[config.mk]
export PLATFORM = sky130hd
export DESIGN_NAME = cmc_front
export DESIGN_NICKNAME = d
export VERILOG_FILES = /design/src/hw/rtl/cmc_pkg.sv /design/src/hw/rtl/cmc_front.sv
export SDC_FILE = /design/constraint.sdc
export NUM_CORES = 1
export LEC_CHECK = 0
export BUFFER_PORTS_ARGS = -buffer_cell sky130_fd_sc_hd__buf_4
export CAP_MARGIN = 20
export CORE_ASPECT_RATIO = 0.7
export CORE_MARGIN = 1.5
export CORE_UTILIZATION = 45
export DETAILED_ROUTE_END_ITERATION = 8
export PLACE_DENSITY = 0.79
export SLEW_MARGIN = 15
export SYNTH_ARGS = -nofsm -noshare
export SYNTH_HDL_FRONTEND = slang
export SYNTH_SLANG_ARGS = --single-unit
[constraint.sdc]
create_clock -name clk -period 3.35 [get_ports clk]
set_input_delay 0.335 -clock clk [delete_from_list [all_inputs] [get_ports clk]]
set_output_delay 0.335 -clock clk [all_outputs]
set_load 0.01 [all_outputs]
[src/hw/rtl/cmc_pkg.sv]
`timescale 1ns / 1ps
// ----------------------------------------------------------------------------
// cmc_pkg
// Shared types and constants of the coverage mask compositor.
// ----------------------------------------------------------------------------
package cmc_pkg;

  localparam int DEF_MAX_WIDTH  = 256;
  localparam int DEF_MAX_HEIGHT = 256;
  localparam int QUEUE_DEPTH    = 2;

  localparam int CFG_W     = 9;
  localparam int CFG_IDX_W = 1;
  localparam int COORD_W   = 13;
  localparam int OFFSET_W  = 9;
  localparam int PIXEL_W   = 8;

  localparam logic [CFG_W-1:0]   CANVAS_SIZE_RESET = 9'd256;
  localparam logic [PIXEL_W-1:0] COV_FULL          = 8'd255;
  localparam logic [16:0]        ROUND_BIAS        = 17'd127;

  typedef enum logic [1:0] {
    REQ_BLEND = 2'd0,
    REQ_READ  = 2'd1,
    REQ_ZERO  = 2'd2,
    REQ_CLEAR = 2'd3
  } req_t;

  typedef enum logic [CFG_IDX_W-1:0] {
    CFG_CANVAS_WIDTH  = 1'b0,
    CFG_CANVAS_HEIGHT = 1'b1
  } cfg_reg_t;

  typedef enum logic [1:0] {
    ST_CLEAR,
    ST_IDLE,
    ST_READ,
    ST_CALC
  } back_state_t;

endpackage

[src/hw/rtl/cmc_front.sv]
`timescale 1ns / 1ps
// ----------------------------------------------------------------------------
// cmc_front
// Holds the canvas size registers, takes requests, works out the target
// pixel, its bounds check and store address, and queues the classified item.
// ----------------------------------------------------------------------------
module cmc_front #(
  parameter int MAX_WIDTH  = cmc_pkg::DEF_MAX_WIDTH,
  parameter int MAX_HEIGHT = cmc_pkg::DEF_MAX_HEIGHT,
  parameter int AW         = $clog2(MAX_WIDTH * MAX_HEIGHT)
) (
  input  logic                                clk,
  input  logic                                rst,
  input  logic                                cfg_we,
  input  logic [cmc_pkg::CFG_IDX_W-1:0]       cfg_index,
  input  logic [cmc_pkg::CFG_W-1:0]           cfg_data,
  input  logic                                in_valid,
  output logic                                in_ready,
  input  logic [1:0]                          req_type,
  input  logic signed [cmc_pkg::COORD_W-1:0]  origin_x,
  input  logic signed [cmc_pkg::COORD_W-1:0]  origin_y,
  input  logic [cmc_pkg::OFFSET_W-1:0]        offset_col,
  input  logic [cmc_pkg::OFFSET_W-1:0]        offset_row,
  input  logic [cmc_pkg::PIXEL_W-1:0]         pixel_coverage,
  input  logic                                back_busy,
  input  logic                                q_full,
  output logic                                push,
  output logic [AW+10:0]                      push_data
);
  import cmc_pkg::*;

  localparam int XW = $clog2(MAX_WIDTH);
  localparam int YW = $clog2(MAX_HEIGHT);

  typedef struct packed {
    req_t             kind;
    logic             in_canvas;
    logic [7:0]       cov;
    logic [AW-1:0]    addr;
  } entry_t;

  logic [CFG_W-1:0] canvas_width;
  logic [CFG_W-1:0] canvas_height;
  req_t             kind;
  logic [13:0]      tx;
  logic [13:0]      ty;
  logic [12:0]      w_lim;
  logic [12:0]      h_lim;
  logic             in_x;
  logic             in_y;
  entry_t           entry;

  always_ff @(posedge clk) begin
    if (rst) begin
      canvas_width  <= CANVAS_SIZE_RESET;
      canvas_height <= CANVAS_SIZE_RESET;
    end else if (cfg_we) begin
      unique case (cfg_reg_t'(cfg_index))
        CFG_CANVAS_WIDTH:  canvas_width  <= cfg_data;
        CFG_CANVAS_HEIGHT: canvas_height <= cfg_data;
      endcase
    end
  end

  always_comb begin
    kind  = req_t'(req_type);
    w_lim = (13'(canvas_width) > 13'(MAX_WIDTH)) ? 13'(MAX_WIDTH) : 13'(canvas_width);
    h_lim = (13'(canvas_height) > 13'(MAX_HEIGHT)) ? 13'(MAX_HEIGHT) : 13'(canvas_height);
    if (kind == REQ_BLEND) begin
      tx = {origin_x[12], origin_x} + {5'd0, offset_col};
      ty = {origin_y[12], origin_y} + {5'd0, offset_row};
    end else begin
      tx = {origin_x[12], origin_x};
      ty = {origin_y[12], origin_y};
    end
    in_x = !tx[13] && (tx[12:0] < w_lim);
    in_y = !ty[13] && (ty[12:0] < h_lim);

    entry.kind      = kind;
    entry.in_canvas = in_x && in_y;
    entry.cov       = pixel_coverage;
    entry.addr      = AW'(AW'(ty[YW-1:0]) * AW'(MAX_WIDTH)) + AW'(tx[XW-1:0]);
  end

  assign in_ready  = !q_full && !back_busy;
  assign push      = in_valid && in_ready;
  assign push_data = entry;

endmodule

==> key figures <==
Place
  • Cell total after placement: 500
  • Number of buffer cells added on primary ports: 82
  • Routability Congestion: about 0.89
  • Setup WS pre-CTS: -496.0 ps
  • Half-perimeter wire length of the detailed placement result: between 5 and 6 mm

Power
  • LEAKAGE: between 1.5 and 2 nW
  • Peak ir drop on the vdd network: between 0.15 and 0.2 mV
  • Overall power: approximately 0.00086 W
  • Power per Cell Area: between 200 and 250 nW/um2

Timing
  • Number of endpoints with negative hold slack in the final report: 0
  • Final total negative setup slack: -410.1 ps
  • Slew at the pin closest to its max-slew limit: between 600 and 700 ps
  • RSZ-0062 raised after global routing: yes
  • Min setup slack post-route: -410.1 ps
  • Max frequency: 266.0 MHz
  • Final clock period utilization by the worst path: 1.122
  • Worst clock skew on the final layout: 0 ps
  • Fin. max-slew vios: 0
  • Final Critical Period: ~3800 ps
  • Max transition margin: 0.5665
  • Number of endpoints failing setup at the final stage: 1

Critical path
  • Classification of the worst setup path: input pin to output port
  • Startpoint of the most critical register-to-register path: canvas_width[8]$_SDFFE_PP1P_
  • Largest driver fanout on the critical path: 3
  • Crit path capture type: output port
  • Critical Path Max Stage Delay: 330 ps
  • Cells traversed along the worst timing path: buf_4 > ha_1 > a211oi_2 > o21bai_1 > a21oi_1 > o21bai_1 > a21oi_1 > xor2_1 > o21ai_2 > ha_1 > nand4_1 > a211oi_1 > o211ai_1 > nand4_1 > nor4_2 > o211ai_1 > a211oi_2 > buf_4
  • Element type at the critical path start: input pin
  • Arr. time, crit path: around 3400 ps
  • Flop-to-flop setup slack: roughly 2400 ps
  • Req. time, crit path: between 3000 and 4000 ps
  • Highest-delay cell along the critical path: ha_1
  • Endpoint of the worst register-to-register path: canvas_width[8]$_SDFFE_PP1P_
  • Path depth of the worst reg2reg path: 3

Worst hold path
  • Hold-critical path endpoint: canvas_height[8]$_SDFFE_PP1P_
  • Worst min-delay path category: input pin to flop
  • Hold depth: 3
  • Hold Path Origin: cfg_data[8]

Drt
  • Number of optimization iterations in the first detailed-route pass: 4
  • Initial DRC Count: 129
  • Post-route DRC: 0
  • Length of routed wiring on met1: around 3.4 mm
  • Routed met3 length: around 460 um
  • Count of antenna-violating nets left after detailed routing: 0
  • Vias per cell: 5.499
  • Average wire length per cell after detail routing: about 14 um
  • Highest metal layer with signal wires: met4
  • Number of vias in the routed layout: 2777
  • Length of routed met2 wiring: about 3.2 mm
  • Post-detailed-routing wire length: 7.163 mm

Clocking
  • # hold bufs at CTS: 0
  • Clock Latency Late Sink: 250 ps
  • TritonCTS Buffers: 3
  • Library cell used as clock root buffer: clkbuf_8
  • Max Buffers Root-to-Sink: 2
  • TritonCTS Sinks: 18
  • Clock-pin slew on the worst setup and hold paths: 60 ps
  • H-tree level count: 1
  • TritonCTS clock tree: built

Layout
  • Antenna diode count: 0
  • Share of the core filled with cells: 0.7057
  • Area Growth Syn to Fin: 45.94%
  • Net total in the final layout: around 540
  • Post-route insts no fill: around 500
  • Share of layout cells above drive strength 1: 0.3830
  • Fill cell count: 440

Synthesis
  • Cell accounting for the most synthesized area: ha_1
  • Total of flip-flops plus latches after synthesis: 18
  • Top cells by area in the synthesized netlist: ha_1, dfxtp_1, nand2_1
  • Synthesized area per cell: ~7.4 um2
  • Post-synth cell types: 59
  • Fraction of registers with async set/reset: 0
  • Number of nets in the synthesized netlist: 430
  • Primary FF master, synth: dfxtp_1
  • Post-synthesis instance area: between 2000 and 2500 um2
  • Number of flops mapped to enable cells by yosys: 0
  • Portion of synthesized cell area occupied by the leading cell type: 0.1781
  • Sequential-to-total area share from yosys stat: 0.1509
  • Synthesized instance count: 324
  • Yosys warning total: 0

Floorplan
  • Die area: slightly below 6000 um2
  • Core area: approximately 4900 um2
  • Horizontal die dimension: ~90 um
  • Initial Utilization: 0.4835
  • Std-Cell Rows: 21
  • I/O pin count: slightly below 100
  • Vert. Die Dim: ~64 um

GRT
  • Congestion Overflow GR: 0
  • GRT Total Usage: 0.2497
  • Global-route wire length before repair: 12.00 mm
  • Number of global-route vias before repair: between 2000 and 3000
  • Maximum number of pins on one net before global-route repair: 20
  • Number of antenna violations at the first check in global routing: 0

Flow run
  • Number of max-capacitance violations reported: 0

Outcome
  • Violations in the final reports: negative setup slack
  • Result of the run: finished, violations left
-- critical path: cells and delay by family --
family | cells | cell delay, ps
fa+ha+maj | 2 | 640
buf+inv | 2 | 270
compound gates | 10 | 1470
xor+xnor | 1 | 220
simple gates | 3 | 480
-- cells in the mapped netlist, types with 6 or more instances --
library cell  instances
nand2_1              66
ha_1                 34
a21oi_1              30
o21ai_0              28
dfxtp_1              18
inv_1                13
buf_4                10
a211oi_1              8
nor2_1                8
clkbuf_1              7
nor2b_1               6
xor2_1                6
-- cell families (layout without fill, tap and decap cells) --
| group | after synthesis | count (layout) | share of synthesized area |
|---|---|---|---|
| xor gates and xnor gates | 11 | 11 | 0.04033 |
| and+or+nand+nor | 120 | 120 | 0.2499 |
| buffers and inverters | 36 | 148 | 0.07648 |
| DFF | 18 | 18 | 0.1509 |
| AOI/OAI and AO/OA | 98 | 98 | 0.2635 |
| adders and majority gates | 36 | 36 | 0.1949 |
| muxes | 5 | 5 | 0.02409 |
-- cells in the final DEF (no fill, tap or decap), drive strengths merged, types with 3 or more instances in the layout --
master and instances:
buf 129, nand2 66, ha 34, a21oi 30, o21ai 30, dfxtp 18
inv 14, a211oi 10, nor2 9, nor4 7, xor2 6, nor2b 6
a21o 6, xnor2 5, nand4 5, nand2b 5, o31a 4, o21a 3
o21bai 3, nand3 3, nor3 3, o211ai 3, clkbuf 3, mux2 3
and3 3
-- metrics by stage --
step / hold WS (ps) / cell area, um2
2_1_floorplan: 436.3 / 2437
3_3_place_gp: 444.5 / 3367
3_5_place_dp: 451.0 / 3367
4_1_cts: 310.0 / 3468
5_1_grt: 321.4 / 3486
6_report: 314.1 / 3486
-- metal layers --
| metal | track usage | up-vias |
|---|---|---|
| met2 | 0.4081 | 95 |
| met4 | 0.04762 | 0 |
| met5 | 0 | - |
| met3 | 0.03214 | 11 |
| li1 | - | 1384 |
| met1 | 0.3532 | 1287 |
-- sequential cells by signal, summed over array words and instances (netlist names) --
signal,cells
canvas_width,9
canvas_height,9
-- cell type report --
type                            instances  area [um2]  area share
Tap cell                               69       86.33     0.02477
Inverter                               16       60.06     0.01723
Clock buffer                            3       41.29     0.01184
Multi-Input combinational cell        270        1946      0.5581
Timing Repair Buffer                  129       992.2      0.2846
Sequential cell                        18       360.3      0.1034
-- worst max path at each step --
stage / from / endpoint / slack [ps] / cells past startpoint
after floorplan: origin_x[0] / push_data[24] / -40 / 17
after global placement: origin_x[0] / push_data[24] / -410 / 20
after detailed placement: origin_x[0] / push_data[24] / -500 / 19
after CTS: origin_y[0] / push_data[24] / -410 / 20
after global routing: origin_y[1] / push_data[24] / -690 / 18
final: origin_y[1] / push_data[24] / -410 / 18
-- power by group --
part           switching, W  total [W]  leakage (nW)  internal, W
clock network     0.0000649   0.000145        0.0216    0.0000797
registers        0.00000596   0.000231         0.147     0.000225
logic              0.000233   0.000489          1.40     0.000256
-- what timing repair did --
action / 4_1_cts / 5_1_grt
gates resized for setup: 13 / 4
endpoints found under the setup margin: 1 / 1
pin swaps: 24 / 1
setup buffers: 2 / 0
Power figures use the tool's default switching activity.
