## src/hw/rtl/cmc_pkg.sv

```systemverilog
`timescale 1ns / 1ps
// ----------------------------------------------------------------------------
// cmc_pkg
// Shared types and constants of the coverage mask compositor.
// ----------------------------------------------------------------------------
package cmc_pkg;

  localparam int DEF_MAX_WIDTH  = 256;
  localparam int DEF_MAX_HEIGHT = 256;
  localparam int QUEUE_DEPTH    = 2;

  localparam int CFG_W     = 9;
  localparam int CFG_IDX_W = 1;
  localparam int COORD_W   = 13;
  localparam int OFFSET_W  = 9;
  localparam int PIXEL_W   = 8;

  localparam logic [CFG_W-1:0]   CANVAS_SIZE_RESET = 9'd256;
  localparam logic [PIXEL_W-1:0] COV_FULL          = 8'd255;
  localparam logic [16:0]        ROUND_BIAS        = 17'd127;

  typedef enum logic [1:0] {
    REQ_BLEND = 2'd0,
    REQ_READ  = 2'd1,
    REQ_ZERO  = 2'd2,
    REQ_CLEAR = 2'd3
  } req_t;

  typedef enum logic [CFG_IDX_W-1:0] {
    CFG_CANVAS_WIDTH  = 1'b0,
    CFG_CANVAS_HEIGHT = 1'b1
  } cfg_reg_t;

  typedef enum logic [1:0] {
    ST_CLEAR,
    ST_IDLE,
    ST_READ,
    ST_CALC
  } back_state_t;

endpackage

```

## src/hw/rtl/cmc_queue.sv

```systemverilog
`timescale 1ns / 1ps
// ----------------------------------------------------------------------------
// cmc_queue
// Short FIFO between the front and back units, head shown combinationally.
// ----------------------------------------------------------------------------
module cmc_queue #(
  parameter int WIDTH = 8,
  parameter int DEPTH = cmc_pkg::QUEUE_DEPTH
) (
  input  logic             clk,
  input  logic             rst,
  input  logic             push,
  input  logic [WIDTH-1:0] push_data,
  input  logic             pop,
  output logic [WIDTH-1:0] head,
  output logic             full,
  output logic             empty
);

  localparam int PW = (DEPTH > 1) ? $clog2(DEPTH) : 1;
  localparam int CW = $clog2(DEPTH + 1);

  logic [WIDTH-1:0] slots [DEPTH];
  logic [PW-1:0]    wr_ptr;
  logic [PW-1:0]    rd_ptr;
  logic [CW-1:0]    count;

  assign full  = (count == CW'(DEPTH));
  assign empty = (count == '0);
  assign head  = slots[rd_ptr];

  always_ff @(posedge clk) begin
    if (push) begin
      slots[wr_ptr] <= push_data;
    end
  end

  always_ff @(posedge clk) begin
    if (rst) begin
      wr_ptr <= '0;
      rd_ptr <= '0;
      count  <= '0;
    end else begin
      if (push) begin
        wr_ptr <= (wr_ptr == PW'(DEPTH - 1)) ? '0 : wr_ptr + 1'b1;
      end
      if (pop) begin
        rd_ptr <= (rd_ptr == PW'(DEPTH - 1)) ? '0 : rd_ptr + 1'b1;
      end
      if (push && !pop) begin
        count <= count + 1'b1;
      end else if (pop && !push) begin
        count <= count - 1'b1;
      end
    end
  end

endmodule

```

## config.mk

```make
export PLATFORM = sky130hd
export DESIGN_NAME = cmc_queue
export DESIGN_NICKNAME = d
export VERILOG_FILES = /design/src/hw/rtl/cmc_pkg.sv /design/src/hw/rtl/cmc_queue.sv
export SDC_FILE = /design/constraint.sdc
export NUM_CORES = 1
export LEC_CHECK = 0
export BUFFER_PORTS_ARGS = -buffer_cell sky130_fd_sc_hd__buf_4
export CAP_MARGIN = 5
export CORE_MARGIN = 4
export CORE_UTILIZATION = 40
export CTS_BUF_LIST = sky130_fd_sc_hd__clkbuf_4 sky130_fd_sc_hd__clkbuf_8
export DETAILED_ROUTE_END_ITERATION = 7
export MAX_ROUTING_LAYER = met4
export RECOVER_POWER = 25
export SLEW_MARGIN = 5
export SYNTH_ARGS = -nofsm -noshare
export SYNTH_HDL_FRONTEND = slang
export SYNTH_SLANG_ARGS = --single-unit
```

## constraint.sdc

```tcl
create_clock -name clk -period 1.5 [get_ports clk]
set_input_delay 0.15 -clock clk [delete_from_list [all_inputs] [get_ports clk]]
set_output_delay 0.15 -clock clk [all_outputs]
set_load 0.01 [all_outputs]
```

==> impl_metrics.csv, run 1 <==
group,metric,value,unit
run_status,status,"complete, no violations",
power_and_ir_drop,ir_drop,0.000632,V
route,post_drt_wl_per_cell,12.2,µm
power_and_ir_drop,p_per_area,1150,mW/mm²
yosys,synth_area_leaders,"edfxtp_1 (61%), dfxtp_1 (13%), mux2_2 (12%)",
timing,slew_viol_final,0,
clock_network,holdBufCountCts,0,
setup_path,worstSetupEndpointType,"output pin",
timing,hold_viol,0,
power_and_ir_drop,switching_share,0.222,
yosys,synth_top_cell_by_area,"edfxtp_1",
placement,io_buffer_count,21,
power_and_ir_drop,combinationalPowerShare,0.161,
die,rows,15,
route,firstDrtPassIters,3,
layout,drive_gt1_frac,0.507,
die,ios,22,
yosys,synth_cells,47,
yosys,synthDominantCellAreaShare,0.613,
timing,min_period_over_period,0.934,
yosys,ys_ff_latch,21,
yosys,synth_area,783,µm²
timing,finalCriticalPeriod,1.40,ns
yosys,yosys.cell_types.count,15,
global_route,grt_pass1_wl,1.93,mm
route,via_per_inst,4.53,
global_route,grt_pass1_vias,455,
setup_path,startpoint_type,"flop",
min_path,hp-class,"in2reg",
die,core-area,0.00178,mm²
timing,whs,0.0343,ns
yosys,synth.avg_cell_area,16.7,µm²
clock_network,root_buffer,"clkbuf_4",
setup_path,crit_arrival,1.25,ns
run,drv_cap,0,
clock_network,cts.repair.resized,1,
route,postRouteAntennaNets,0,
yosys,syn_nets,60,
layout,areaGrowthSynthToFinish,29.4,%
timing,tightest_slew,0.406,ns
power_and_ir_drop,totalPowerFinal,1.16,mW
setup_path,crit_fanout,8,
global_route,grt-ovfl-total,0,
clock_network,cts_buffers,3,
clock_network,tritoncts,"yes",
timing,max_freq,0.714,GHz
clock_network,clk_path_buf_depth,2,
global_route,grt_antenna_before_repair,0,
die,dieArea,0.00273,mm²
die,start_util,0.439,
global_route,grt_util_all_layers,0.101,
placement,gp_congestion,0.658,
yosys,ys_seq_area_frac,0.741,
route,num_vias,444,
route,drtIter0Drc,23,
die,die_width,52.3,µm
setup_path,cp.required,1.35,ns
power_and_ir_drop,power_switching,0.258,mW
yosys,yosys_warnings,0,
clock_network,clock_latency,0.30,ns
power_and_ir_drop,pwr-share-clk,0.239,
global_route,grt_max_degree,12,
timing,slew_headroom,0.730,
placement,dp_hpwl,888,µm
die,die_h,52.3,µm
timing,skew,0.00453,ns
clock_network,htreeDepth,1,
clock_network,clkTransAtPathRegs,0.11,ns
clock_network,cts_sinks,21,
route,wirelength,1.20,mm
timing,setup_viol,0,
layout,final_nets,87,
layout,final_util,0.568,
layout,antenna_cells,0,
power_and_ir_drop,intPower,0.904,mW
route,drcViolationCount,0,
power_and_ir_drop,p_leak,0.403,nW
timing,tns,0,ns
clock_network,post_cts_buffers,0,
power_and_ir_drop,seq_power_share,0.600,
setup_path,crit_type,"reg2out",
timing,rsz0062_at_grt,"false",
==> worst max-delay path, stage by stage, from the launching register on <==
cell     delay, ns
dfxtp_2       0.45
mux2_2        0.36
buf_4         0.14
==> per-stage QoR <==
step           instances  setup slack [ns]  instance area [µm²]
2_1_floorplan         47             0.412                  783
3_3_place_gp          94             0.292                  982
3_5_place_dp          94             0.288                  982
4_1_cts               98            0.0651                 1010
5_1_grt               98            0.0209                 1010
6_report              98            0.0992                 1010
==> Yosys cell counts, drive strengths merged <==
library cell,count
edfxtp,16
mux2,8
dfxtp,5
nor2,5
xnor2,2
xor2,2
a21oi,1
and2,1
and2b,1
buf,1
ha,1
inv,1
nor2b,1
o21ai,1
or3,1
==> sequential cells by signal, indices dropped and copies added (netlist names), named ones only <==
| register | cells |
|---|---|
| slots | 16 |
| rd_ptr | 1 |
| count | 2 |
| wr_ptr | 1 |
==> kinds of logic after synthesis <==
group	after synthesis	synth area share
adder cells (fa/ha/maj)	1	0.0160
AND/OR/NAND/NOR	9	0.0591
buffers and inverters	2	0.0112
AO/OA/AOI/OAI	2	0.0128
XOR/XNOR	4	0.0447
flip-flops	21	0.741
multiplexers	8	0.115
==> path summary, 6_finish.rpt <==
check | startpoint | endpoint | slack [ns] | depth (start not counted)
min | push_data[3] | slots[1][3] | 0.03 | 1
min reg2reg | rd_ptr | rd_ptr | 0.53 | 2
max reg2reg | wr_ptr | slots[1][6] | 0.40 | 1
max | flop | head[7] | 0.1 | 2
==> final cells by class <==
type,instances,area [µm²]
Multi-Input combinational cell,24,194
Clock buffer,4,30.0
Tap cell,25,31.3
Timing Repair Buffer,23,173
Fill cell,161,769
Inverter,1,3.75
Sequential cell,21,582
==> layout by cell type, fill, tap and decap left out <==
| cell type | instances |
|---|---|
| a21oi_1 | 1 |
| and2_1 | 1 |
| and2b_2 | 1 |
| buf_4 | 17 |
| clkbuf_4 | 10 |
| dfxtp_1 | 4 |
| dfxtp_2 | 1 |
| edfxtp_1 | 16 |
| ha_1 | 1 |
| inv_1 | 1 |
| mux2_2 | 8 |
| nor2_1 | 5 |
| nor2b_1 | 1 |
| o21ai_0 | 1 |
| or3_1 | 1 |
| xnor2_1 | 2 |
| xor2_1 | 2 |
==> power groups by stage <==
stage / clock network, mW / registers (mW) / logic, mW
detailed placement: 0 / 0.711 / 0.189
finish: 0.278 / 0.697 / 0.186
CTS: 0.294 / 0.698 / 0.190
floorplan: 0 / 0.698 / 0.103
global placement: 0 / 0.710 / 0.187
global route: 0.323 / 0.702 / 0.204
==> routing by layer <==
metal	vias to the layer above	share of wire	global-route usage
met3	3	0.059	0.0256
met5	-	0	-
met2	14	0.48	0.157
met4	0	0.018	0.0511
met1	208	0.44	0.123
li1	219	-	-
(Power assumes the default switching activity.)
==> inputs of run 2 (changes only) <==
--- a/config.mk
+++ b/config.mk
@@ -7,11 +7,14 @@
 export LEC_CHECK = 0
 export BUFFER_PORTS_ARGS = -buffer_cell sky130_fd_sc_hd__buf_4
 export CAP_MARGIN = 5
+export CELL_PAD_IN_SITES_DETAIL_PLACEMENT = 0
+export CELL_PAD_IN_SITES_GLOBAL_PLACEMENT = 1
 export CORE_MARGIN = 4
 export CORE_UTILIZATION = 40
 export CTS_BUF_LIST = sky130_fd_sc_hd__clkbuf_4 sky130_fd_sc_hd__clkbuf_8
 export DETAILED_ROUTE_END_ITERATION = 7
 export MAX_ROUTING_LAYER = met4
+export PLACE_DENSITY_LB_ADDON = 0.1
 export RECOVER_POWER = 25
 export SLEW_MARGIN = 5
 export SYNTH_ARGS = -nofsm -noshare
==> run 2 against run 1 <==
Effect of this change:
- core utilization decreased by 0.42 points
- sequential power is essentially flat
- die area unchanged
- count of clock-buffer cells in the layout is the same
- critical endpoint is now head[0]
- largest cell class unchanged
- highest routed layer unchanged
==> impl_metrics.csv, run 2 (synthesis results as in run 1) <==
group,metric,value,unit
clock_network,cts_sinks,21,
route,wirelength,1.10,mm
die,ios,22,
setup_path,critical_path_buf_inv_count,1,
route,drtIter0Drc,1,
global_route,grt-ovfl-total,0,
setup_path,critPathSlowestCell,"dfxtp_2",
timing,rsz0062_at_grt,"false",
global_route,grt_util_all_layers,0.0908,
global_route,grt_pass1_vias,442,
route,firstDrtPassIters,3,
power_and_ir_drop,pwr-share-clk,0.237,
timing,hold_viol,0,
global_route,grt_pass1_wl,1.73,mm
die,start_util,0.439,
setup_path,crit_path_cell_trace,"mux2_2 -> buf_4",
layout,final_cell_mix,"buf_4 (16), edfxtp_1 (16), clkbuf_4 (10)",
route,post_drt_wl_per_cell,11.4,µm
timing,slew_headroom,0.754,
power_and_ir_drop,p_per_area,1140,mW/mm²
run_status,status,"complete, no violations",
route,postRouteAntennaNets,0,
run,drv_cap,0,
setup_path,crit_fanout,8,
min_path,hp-class,"in2reg",
layout,antenna_cells,0,
clock_network,post_cts_buffers,0,
timing,tightest_slew,0.368,ns
die,rows,15,
timing,skew,0.000363,ns
timing,whs,0.0368,ns
die,dieArea,0.00273,mm²
clock_network,tritoncts,"yes",
setup_path,crit_arrival,1.24,ns
power_and_ir_drop,ir_drop,0.000592,V
power_and_ir_drop,intPower,0.901,mW
global_route,grt_max_degree,12,
layout,drive_gt1_frac,0.500,
power_and_ir_drop,combinationalPowerShare,0.158,
placement,io_buffer_count,21,
setup_path,cp.required,1.35,ns
power_and_ir_drop,seq_power_share,0.605,
route,drcViolationCount,0,
timing,setup_viol,0,
min_path,hold_depth,2,
clock_network,clk_path_buf_depth,2,
setup_path,r2r-end,"slots[1][2]",
min_path,holdCritStartpoint,"rst",
timing,tns,0,ns
power_and_ir_drop,power_switching,0.250,mW
die,die_width,52.3,µm
setup_path,slowest_delay,0.45,ns
route,num_vias,445,
timing,max_freq,0.720,GHz
layout,final_nets,86,
timing,min_period_over_period,0.926,
layout,largest_reg_flops,16,
layout,areaGrowthSynthToFinish,28.4,%
setup_path,crit_type,"reg2out",
clock_network,cts_buffers,3,
power_and_ir_drop,p_leak,0.398,nW
route,via_per_inst,4.59,
clock_network,clkTransAtPathRegs,0.10,ns
clock_network,root_buffer,"clkbuf_4",
die,core-area,0.00178,mm²
clock_network,htreeDepth,1,
layout,top_register,"slots",
setup_path,cp_top_family,"flip-flops",
layout,reg_top3,"slots x16, count x2",
power_and_ir_drop,switching_share,0.217,
setup_path,r2r.worst_path.cells,1,
setup_path,r2r_start,"wr_ptr",
setup_path,startpoint_type,"flop",
die,die_h,52.3,µm
clock_network,clock_latency,0.29,ns
timing,finalCriticalPeriod,1.39,ns
timing,slew_viol_final,0,
setup_path,worstSetupEndpointType,"output pin",
setup_path,r2r_slack,0.44,ns
placement,gp_congestion,0.696,
global_route,grt_antenna_before_repair,0,
-- run 2: cell types whose count changed in the layout (fill, tap and decap cells not counted), sizes merged --
| cell | before | now |
|---|---|---|
| buf | 17 | 16 |
-- run 2: layout make-up --
type | instances | area (µm²)
tap | 25 | 31.3
sequential | 21 | 582
clock buffer | 4 | 30.0
multi-input combinational | 24 | 194
fill | 155 | 777
inverter | 1 | 3.75
timing repair buffer | 22 | 165
-- run 2: worst max path at each step --
stage	startpoint	end	slack, ns	cells after the start
5_1_grt	flop	head[1]	0.05	2
3_5_place_dp	flop	head[7]	0.30	2
6_report	flop	head[0]	0.11	2
2_1_floorplan	wr_ptr	slots[0][0]	0.41	1
3_3_place_gp	flop	head[0]	0.31	2
4_1_cts	flop	head[7]	0.08	2
-- run 2: per-stage QoR --
stage | std cells | utilization | setup slack, ns | cell area [µm²] | power, mW
2_1_floorplan | 47 | - | 0.412 | 783 | 0.800
3_3_place_gp | 93 | 0.547 | 0.313 | 975 | 0.891
3_5_place_dp | 93 | 0.547 | 0.300 | 975 | 0.895
4_1_cts | 97 | 0.564 | 0.0828 | 1010 | 1.17
5_1_grt | 97 | 0.564 | 0.0461 | 1010 | 1.21
6_report | 97 | 0.564 | 0.111 | 1010 | 1.15
-- run 2: power by group through the flow --
stage	Combinational [mW]	Clock (mW)	Sequential, mW
after floorplan	0.103	0	0.698
after global placement	0.183	0	0.708
after detailed placement	0.185	0	0.710
after CTS	0.186	0.288	0.697
after global routing	0.199	0.312	0.701
final	0.182	0.272	0.696
-- run 2: what timing repair did --
| action | in CTS | in global routing |
|---|---|---|
| hold buffers | 0 | 0 |
| resized for setup | 1 | 0 |
| endpoints found under the setup margin | 8 | 0 |
-- run 2: layer usage --
metal	vias to the layer above	share of wire	track usage
met4	0	0.024	0.0511
met5	-	0	-
met2	14	0.50	0.149
met3	4	0.069	0.0256
li1	218	-	-
met1	209	0.40	0.0993
